`src/sv/hrtw_pkg.sv`:
```
// ----------------------------------------------------------------------------
// hrtw_pkg: shared types and constants of the hierarchical timer wheel
// transfer structs, result codes, list sentinel and shift helper
// ----------------------------------------------------------------------------
package hrtw_pkg;

  localparam int unsigned NEAR_BITS_DEF    = 8;
  localparam int unsigned LEVEL_BITS_DEF   = 6;
  localparam int unsigned POOL_ENTRIES_DEF = 64;
  localparam int unsigned NUM_LEVELS       = 4;
  localparam int unsigned TOP_LEVEL        = 3;

  typedef logic [6:0] ptr_t;
  localparam ptr_t PTR_NONE = 7'd127;

  localparam logic REQ_ADD  = 1'b0;
  localparam logic REQ_TICK = 1'b1;

  localparam logic KIND_ACK    = 1'b0;
  localparam logic KIND_EXPIRE = 1'b1;

  localparam logic [1:0] ST_OK        = 2'd0;
  localparam logic [1:0] ST_BAD_DELAY = 2'd1;
  localparam logic [1:0] ST_POOL_FULL = 2'd2;

  typedef struct packed {
    logic               req_type;
    logic [31:0]        handle;
    logic signed [31:0] delay;
    logic signed [31:0] session;
  } req_t;

  typedef struct packed {
    logic               kind;
    logic [31:0]        out_handle;
    logic signed [31:0] out_session;
    logic [1:0]         status;
    logic               last;
  } res_t;

  // logical right shift that yields zero once the whole word is shifted out
  function automatic logic [31:0] shr32(input logic [31:0] x, input int unsigned s);
    logic [31:0] r;
    r = (s >= 32) ? 32'd0 : (x >> s);
    return r;
  endfunction

endpackage

```
`src/sv/hrtw_place.sv`:
```
// ----------------------------------------------------------------------------
// hrtw_place: slot selection unit
// picks the wheel slot for an expiry from the highest differing bit group
// ----------------------------------------------------------------------------
module hrtw_place #(
  parameter int unsigned NEAR_BITS  = hrtw_pkg::NEAR_BITS_DEF,
  parameter int unsigned LEVEL_BITS = hrtw_pkg::LEVEL_BITS_DEF,
  parameter int unsigned SW         = 9
) (
  input  logic [31:0]   expiry_i,
  input  logic [31:0]   tick_i,
  output logic [SW-1:0] slot_o
);
  import hrtw_pkg::*;

  localparam int unsigned NEAR_SLOTS  = 1 << NEAR_BITS;
  localparam int unsigned LEVEL_SLOTS = 1 << LEVEL_BITS;

  logic        found;
  logic [1:0]  lvl;
  logic [31:0] idx;

  always_comb begin
    found = 1'b0;
    lvl   = 2'(TOP_LEVEL);
    for (int unsigned l = 0; l < TOP_LEVEL; l++) begin
      if (!found && shr32(expiry_i, NEAR_BITS + (l + 1) * LEVEL_BITS)
                    == shr32(tick_i, NEAR_BITS + (l + 1) * LEVEL_BITS)) begin
        found = 1'b1;
        lvl   = 2'(l);
      end
    end
    idx = shr32(expiry_i, NEAR_BITS + 32'(lvl) * LEVEL_BITS) & 32'(LEVEL_SLOTS - 1);
    if (shr32(expiry_i, NEAR_BITS) == shr32(tick_i, NEAR_BITS)) begin
      slot_o = SW'(expiry_i & 32'(NEAR_SLOTS - 1));
    end else begin
      slot_o = SW'(32'(NEAR_SLOTS) + 32'(lvl) * 32'(LEVEL_SLOTS) + idx);
    end
  end

endmodule

```
`config.mk`:
```
export PLATFORM = sky130hd
export DESIGN_NAME = hrtw_place
export DESIGN_NICKNAME = d
export VERILOG_FILES = /design/src/sv/hrtw_pkg.sv /design/src/sv/hrtw_place.sv
export SDC_FILE = /design/constraint.sdc
export NUM_CORES = 1
export LEC_CHECK = 0
export ABC_CLOCK_PERIOD_IN_PS = 1900
export BUFFER_PORTS_ARGS = -buffer_cell sky130_fd_sc_hd__clkbuf_2
export CAP_MARGIN = 20
export CORE_MARGIN = 5
export CORE_UTILIZATION = 35
export DETAILED_ROUTE_END_ITERATION = 10
export GPL_ROUTABILITY_DRIVEN = 1
export GPL_TIMING_DRIVEN = 0
export PLACE_DENSITY = 0.85
export SLEW_MARGIN = 20
export SYNTH_ARGS = -nofsm -noshare
export SYNTH_HDL_FRONTEND = slang
export SYNTH_SLANG_ARGS = --single-unit
export TNS_END_PERCENT = 1
```
`constraint.sdc`:
```
create_clock -name vclk -period 1.9
set_input_delay 0.285 -clock vclk [all_inputs]
set_output_delay 0.285 -clock vclk [all_outputs]
set_load 0.02 [all_outputs]
```
==> results of run 1 <==
cells in the final DEF, fill, tap and decap left out, types with 3 or more instances in the layout:
| master | synthesis | layout |
|---|---|---|
| sky130_fd_sc_hd__mux2i_1 | 6 | 6 |
| sky130_fd_sc_hd__a221oi_4 | 0 | 6 |
| sky130_fd_sc_hd__xor2_1 | 6 | 5 |
| sky130_fd_sc_hd__clkbuf_2 | 0 | 57 |
| sky130_fd_sc_hd__o22ai_1 | 6 | 6 |
| sky130_fd_sc_hd__or3_1 | 6 | 6 |
| sky130_fd_sc_hd__xnor2_1 | 18 | 18 |
| sky130_fd_sc_hd__buf_6 | 1 | 5 |
| sky130_fd_sc_hd__nor2_1 | 10 | 7 |
| sky130_fd_sc_hd__nand4_1 | 3 | 3 |
| sky130_fd_sc_hd__nand2_1 | 5 | 5 |
per-stage QoR:
| step | worst slack, ns | area [um^2] | hold WS, ns |
|---|---|---|---|
| floorplan | -0.0939 | 673 | 0.797 |
| global placement | -0.389 | 1020 | 0.949 |
| detailed placement | -0.429 | 1020 | 0.947 |
| CTS | -0.270 | 1060 | 0.948 |
| global route | -0.320 | 1120 | 0.969 |
| finish | -0.168 | 1120 | 0.948 |
power by group through the flow:
stage                     Combinational, W  Sequential, W  Clock, W
final                             0.000237              0         0
after global placement            0.000204              0         0
after CTS                         0.000222              0         0
after floorplan                   0.000118              0         0
after global routing              0.000258              0         0
after detailed placement          0.000210              0         0
metal layers:
layer / vias up / wire, um
li1: 420 / -
met2: 47 / 1170
met5: - / 0
met3: 4 / 229
met1: 375 / 853
met4: 0 / 36
timing repair:
action | CTS | global route
setup endpoints to repair | 9 | 9
pin swaps | 3 | 4
hold buffers | 0 | 0
gates resized for setup | 11 | 21
setup buffers | 2 | 0
endpoints found under the hold margin | 0 | 0
Yosys cell counts:
library cell                instances
sky130_fd_sc_hd__xnor2_1           18
sky130_fd_sc_hd__nor2_1            10
sky130_fd_sc_hd__a221oi_2           6
sky130_fd_sc_hd__mux2i_1            6
sky130_fd_sc_hd__o22ai_1            6
sky130_fd_sc_hd__or3_1              6
sky130_fd_sc_hd__xor2_1             6
sky130_fd_sc_hd__nand2_1            5
sky130_fd_sc_hd__nand4_1            3
sky130_fd_sc_hd__a211o_1            1
sky130_fd_sc_hd__a41o_1             1
sky130_fd_sc_hd__and3_4             1
sky130_fd_sc_hd__buf_2              1
sky130_fd_sc_hd__buf_6              1
sky130_fd_sc_hd__clkbuf_1           1
sky130_fd_sc_hd__nand3_1            1
sky130_fd_sc_hd__nand4bb_1          1
sky130_fd_sc_hd__nor4_4             1
sky130_fd_sc_hd__or2_1              1
layout make-up:
class                           count  area (um^2)
Tap cell                           17         21.3
Fill cell                         150          573
Timing Repair Buffer               67          399
Multi-Input combinational cell     73          688
Buffer                              1         7.51
how the worst max path moves through the flow:
stage | start | depth (start not counted) | end | slack (ns)
4_1_cts | tick_i[12] | 8 | slot_o[2] | -0.27
3_3_place_gp | expiry_i[9] | 9 | slot_o[3] | -0.39
6_report | tick_i[9] | 7 | slot_o[2] | -0.17
2_1_floorplan | expiry_i[9] | 7 | slot_o[0] | -0.09
3_5_place_dp | expiry_i[17] | 7 | slot_o[2] | -0.43
5_1_grt | tick_i[9] | 7 | slot_o[2] | -0.32
cell families (layout without fill, tap and decap cells):
kind of cell / after synthesis / count (layout) / share of synthesized area, %
AND/OR/NAND/NOR: 29 / 29 / 27.7
multiplexers: 6 / 6 / 9.94
buffers and inverters: 3 / 68 / 3.31
XOR/XNOR: 24 / 24 / 34.8
AO/OA/AOI/OAI: 14 / 14 / 24.2
==> run summary, run 1 <==
* **overall via count from detail_route** 846
* **vias in the first global route** 915
* **achievable frequency** 0.484 GHz
* **Total Power Consumption** 0.000237 W
* **Die Wd** 51.6 um
* **utilization after layout** 66.1%
* **Critical Path RT** 1.62 ns
* **endpoint of the worst hold-timing path** slot_o[7]
* **Wirelength per Cell** 14.5 um
* **Post-Route WL** 2.29 mm
* **signed area change from the synthesized netlist to the final layout** 84.7%
* **critical path arrival** 1.78 ns
* **antenna violations before repair** 0
* **HPWL after detailed placement** 1.99 mm
* **CLK BUF** 0
* **class of the most critical hold timing path** in2out
* **count of mapped cells out of synthesis** 76
* **synthesized area divided by synthesized cell count** 7.95 um^2
* **worst hold start** expiry_i[7]
* **power density normalized to cell area** 212 nW/um^2
* **internal power** 0.000124 W
* **largest cells by area after synthesis** sky130_fd_sc_hd__xnor2_1 26%, sky130_fd_sc_hd__a221oi_2 15%, sky130_fd_sc_hd__mux2i_1 9.9%
* **net count of the finished layout** 207
* **Die Height** 51.6 um
* **total I/O pin count** 73
* **fraction of layout instances using a drive strength above 1** 56.7%
* **result of the run** finished with violations
* **Initial Utilization** 35.8%
* **number of antenna cells inserted** 0
* **ANT nets after route** 0
* **number of search-and-repair iterations in the first detailed-routing pass** 4
* **maximum number of pins on one net before global-route repair** 11
* **count of maximum capacitance violations** 0
* **weighted congestion reported at the end of routability-driven placement** 0.735
* **global-route congestion overflow total** 0
* **launching element type of the critical path** input pin
* **starting DRC count in detailed routing** 9
* **final number of setup-violating endpoints** 7
* **relative contribution of sequential cells to total power** 0%
* **met1 Resource Use GR** 20.0%
* **Port Buffer Count** 65
* **number of remaining DRC errors** 0
* **global routing usage summed across all routing layers** 17.3%
* **library cell occupying the most area in the post-synthesis netlist** sky130_fd_sc_hd__xnor2_1
* **Top Family by Delay on Critical Path** simple AND/OR/NAND/NOR gates
* **Cell Count, Final, Fillers Out** 158
* **wire length of the first global-routing pass** 3.71 mm
* **layer with the highest usage after global routing** met2
* **average vias per placed instance** 5.35
* **Sw Ratio** 47.8%
* **cell area after synthesis** 604 um^2
* **final hold vios** 0
* **Switching Power** 0.000113 W
* **sequential standard cell area** 0 um^2
* **total number of sequential cells** 0
* **Seq/Total Area, Yosys** 0%
* **die area** 2660 um^2
* **Critical Path Sink Type** output port
* **Period minus WS final** 2.07 ns
* **worst-path cell chain** buf_8 > xor2_4 > nor4_4 > nand4bb_1 > and3_4 > a221oi_4 > clkbuf_8
* **instance count after placement with tap cells included** 158
* **aggregate negative setup slack** -0.842 ns
* **ratio of final minimum period to clock period** 109%
* **Hold Path Depth** 3
* **leakage** 0.459 nW
* **Comb power frac** 100.0%
* **global-route met2 utilization** 33.5%
* **Max-Slew Margin vs Limit** 77.0%
* **unrepaired setup endpoints after global routing** true
* **Placement Rows** 15
* **maximum single-stage delay on the critical path** 0.30 ns
* **net count of the mapped netlist** 140
* **failing checks** setup timing
* **Worst Max-Slew Pin Slew** 0.335 ns
* **Crit Path Class** in2out
* **setup slack of the critical path after layout** -0.168 ns
* **total buffers and inverters traversed by the critical path** 2
* **unique cell type count in the Yosys netlist** 19
* **Max Fanout on Critical Path** 6
* **number of warning messages in the yosys log** 0
* **fraction of synthesized cell area taken by the top area cell type** 26.1%
* **count of final max-slew check failures** 0
* **slowest cell on the critical path** sky130_fd_sc_hd__nor4_4
* **portion of total power attributed to the clock network** 0%
* **core area** 1690 um^2
* **peak supply drop** 106 uV
* **met3 usage** 2.58%
No activity file was read; power rests on OpenSTA's default activity.
==> run 2, diff against run 1 <==
SKIP_LAST_GASP = 1   (was not set)
==> run summary, run 2 (synthesized netlist as in run 1, its figures left out) <==
* **most frequent cells in the layout** 60 x sky130_fd_sc_hd__clkbuf_2, 18 x sky130_fd_sc_hd__xnor2_1, 7 x sky130_fd_sc_hd__nor2_1
* **leakage** 0.448 nW
* **signed area change from the synthesized netlist to the final layout** 78.3%
* **net count of the finished layout** 207
* **Wirelength per Cell** 14.5 um
* **Crit Path Class** in2out
* **unrepaired setup endpoints after global routing** true
* **endpoint of the worst hold-timing path** slot_o[7]
* **met3 routed wirelength** 214 um
* **Max Fanout on Critical Path** 8
* **pre-CTS setup slack** -0.429 ns
* **worst hold start** expiry_i[7]
* **routed length on met2** 1.19 mm
* **sequential standard cell area** 0 um^2
* **Post-Route WL** 2.29 mm
* **wire length of the first global-routing pass** 3.62 mm
* **Port Buffer Count** 65
* **vias in the first global route** 879
* **CLK BUF** 0
* **result of the run** finished with violations
* **Placement Rows** 15
* **number of search-and-repair iterations in the first detailed-routing pass** 4
* **Die Height** 51.6 um
* **peak supply drop** 114 uV
* **utilization after layout** 63.8%
* **Period minus WS final** 2.10 ns
* **power density normalized to cell area** 210 nW/um^2
* **number of antenna cells inserted** 0
* **Area after DPL** 1020 um^2
* **overall via count from detail_route** 840
* **Die Wd** 51.6 um
* **final number of setup-violating endpoints** 8
* **starting DRC count in detailed routing** 4
* **global routing usage summed across all routing layers** 16.8%
* **critical path arrival** 1.82 ns
* **class of the most critical hold timing path** in2out
* **most frequent standard cell in the layout excluding fill and tap cells** sky130_fd_sc_hd__clkbuf_2
* **Critical path origin** expiry_i[17]
* **final hold vios** 0
* **Hold Path Depth** 3
* **achievable frequency** 0.476 GHz
* **global-route congestion overflow total** 0
* **core area** 1690 um^2
* **antenna violations before repair** 0
* **Initial Utilization** 35.8%
* **fraction of layout instances using a drive strength above 1** 56.7%
* **die area** 2660 um^2
* **count of maximum capacitance violations** 0
* **launching element type of the critical path** input pin
* **Max-Slew Margin vs Limit** 69.9%
* **maximum number of pins on one net before global-route repair** 11
* **HPWL after detailed placement** 1.99 mm
* **failing checks** setup timing
* **setup slack of the critical path after layout** -0.200 ns
* **number of remaining DRC errors** 0
* **Critical Path RT** 1.62 ns
* **ratio of final minimum period to clock period** 111%
* **total I/O pin count** 73
* **Worst Max-Slew Pin Slew** 0.451 ns
* **final non-filler cell area** 1080 um^2
* **Critical Path Sink Type** output port
* **ANT nets after route** 0
* **top layer reached by signal wires** met3
* **average vias per placed instance** 5.32
* **total number of sequential cells** 0
* **count of final max-slew check failures** 0
* **weighted congestion reported at the end of routability-driven placement** 0.735
* **metal1 wirelength** 877 um
## run 2: cell types whose count changed in the layout (fill, tap and decap cells not counted)
cell                       delta
sky130_fd_sc_hd__buf_6        -4
sky130_fd_sc_hd__nor2_4       -1
sky130_fd_sc_hd__nor2_2       +1
sky130_fd_sc_hd__clkbuf_2     +3
sky130_fd_sc_hd__buf_2        +2
sky130_fd_sc_hd__clkbuf_8     -1
## run 2: stage by stage
| step | setup TNS, ns | std cells | hold WS, ns | total power [W] |
|---|---|---|---|---|
| after floorplan | -0.563 | 76 | 0.797 | 0.000118 |
| after global placement | -2.64 | 158 | 0.949 | 0.000204 |
| after detailed placement | -3.10 | 158 | 0.947 | 0.000210 |
| after CTS | -1.63 | 159 | 0.948 | 0.000217 |
| after global routing | -2.28 | 158 | 0.970 | 0.000245 |
| final | -1.15 | 158 | 0.947 | 0.000226 |
## run 2: critical path, stage by stage
cell,delay (ns)
sky130_fd_sc_hd__clkbuf_2,0.10
sky130_fd_sc_hd__xnor2_1,0.15
sky130_fd_sc_hd__nand4_1,0.15
sky130_fd_sc_hd__nor2_2,0.39
sky130_fd_sc_hd__mux2i_1,0.23
sky130_fd_sc_hd__a221oi_4,0.30
sky130_fd_sc_hd__buf_2,0.20
## run 2: layout make-up
class	count	area [um^2]
Multi-Input combinational cell	73	683
Timing Repair Buffer	67	365
Fill cell	156	612
Tap cell	17	21.3
Buffer	1	7.51
## run 2: what timing repair did
item | in CTS | in global routing
pin swaps | 3 | 4
buffers inserted | 2 | 0
resized for setup | 7 | 12
hold buffers | 0 | 0
endpoints found under the setup margin | 9 | 9
gates cloned | 0 | 0
## run 2: how the worst max path moves through the flow
stage | slack (ns) | cells after the start | endpoint
floorplan | -0.09 | 7 | slot_o[0]
global placement | -0.39 | 9 | slot_o[3]
detailed placement | -0.43 | 7 | slot_o[2]
CTS | -0.27 | 8 | slot_o[2]
global route | -0.32 | 7 | slot_o[2]
finish | -0.20 | 7 | slot_o[3]
## run 2: layer usage
layer | vias to the layer above | global-route usage [%]
met5 | - | 0
met4 | 0 | 0
met3 | 0 | 2.29
met2 | 41 | 34.1
met1 | 377 | 19.4
li1 | 422 | -
## run 2: power breakdown
| group | total (W) | switching, W | internal (W) |
|---|---|---|---|
| combinational | 0.000226 | 0.000111 | 0.000115 |
| sequential | 0 | 0 | 0 |
| clock | 0 | 0 | 0 |
| total | 0.000226 | 0.000111 | 0.000115 |
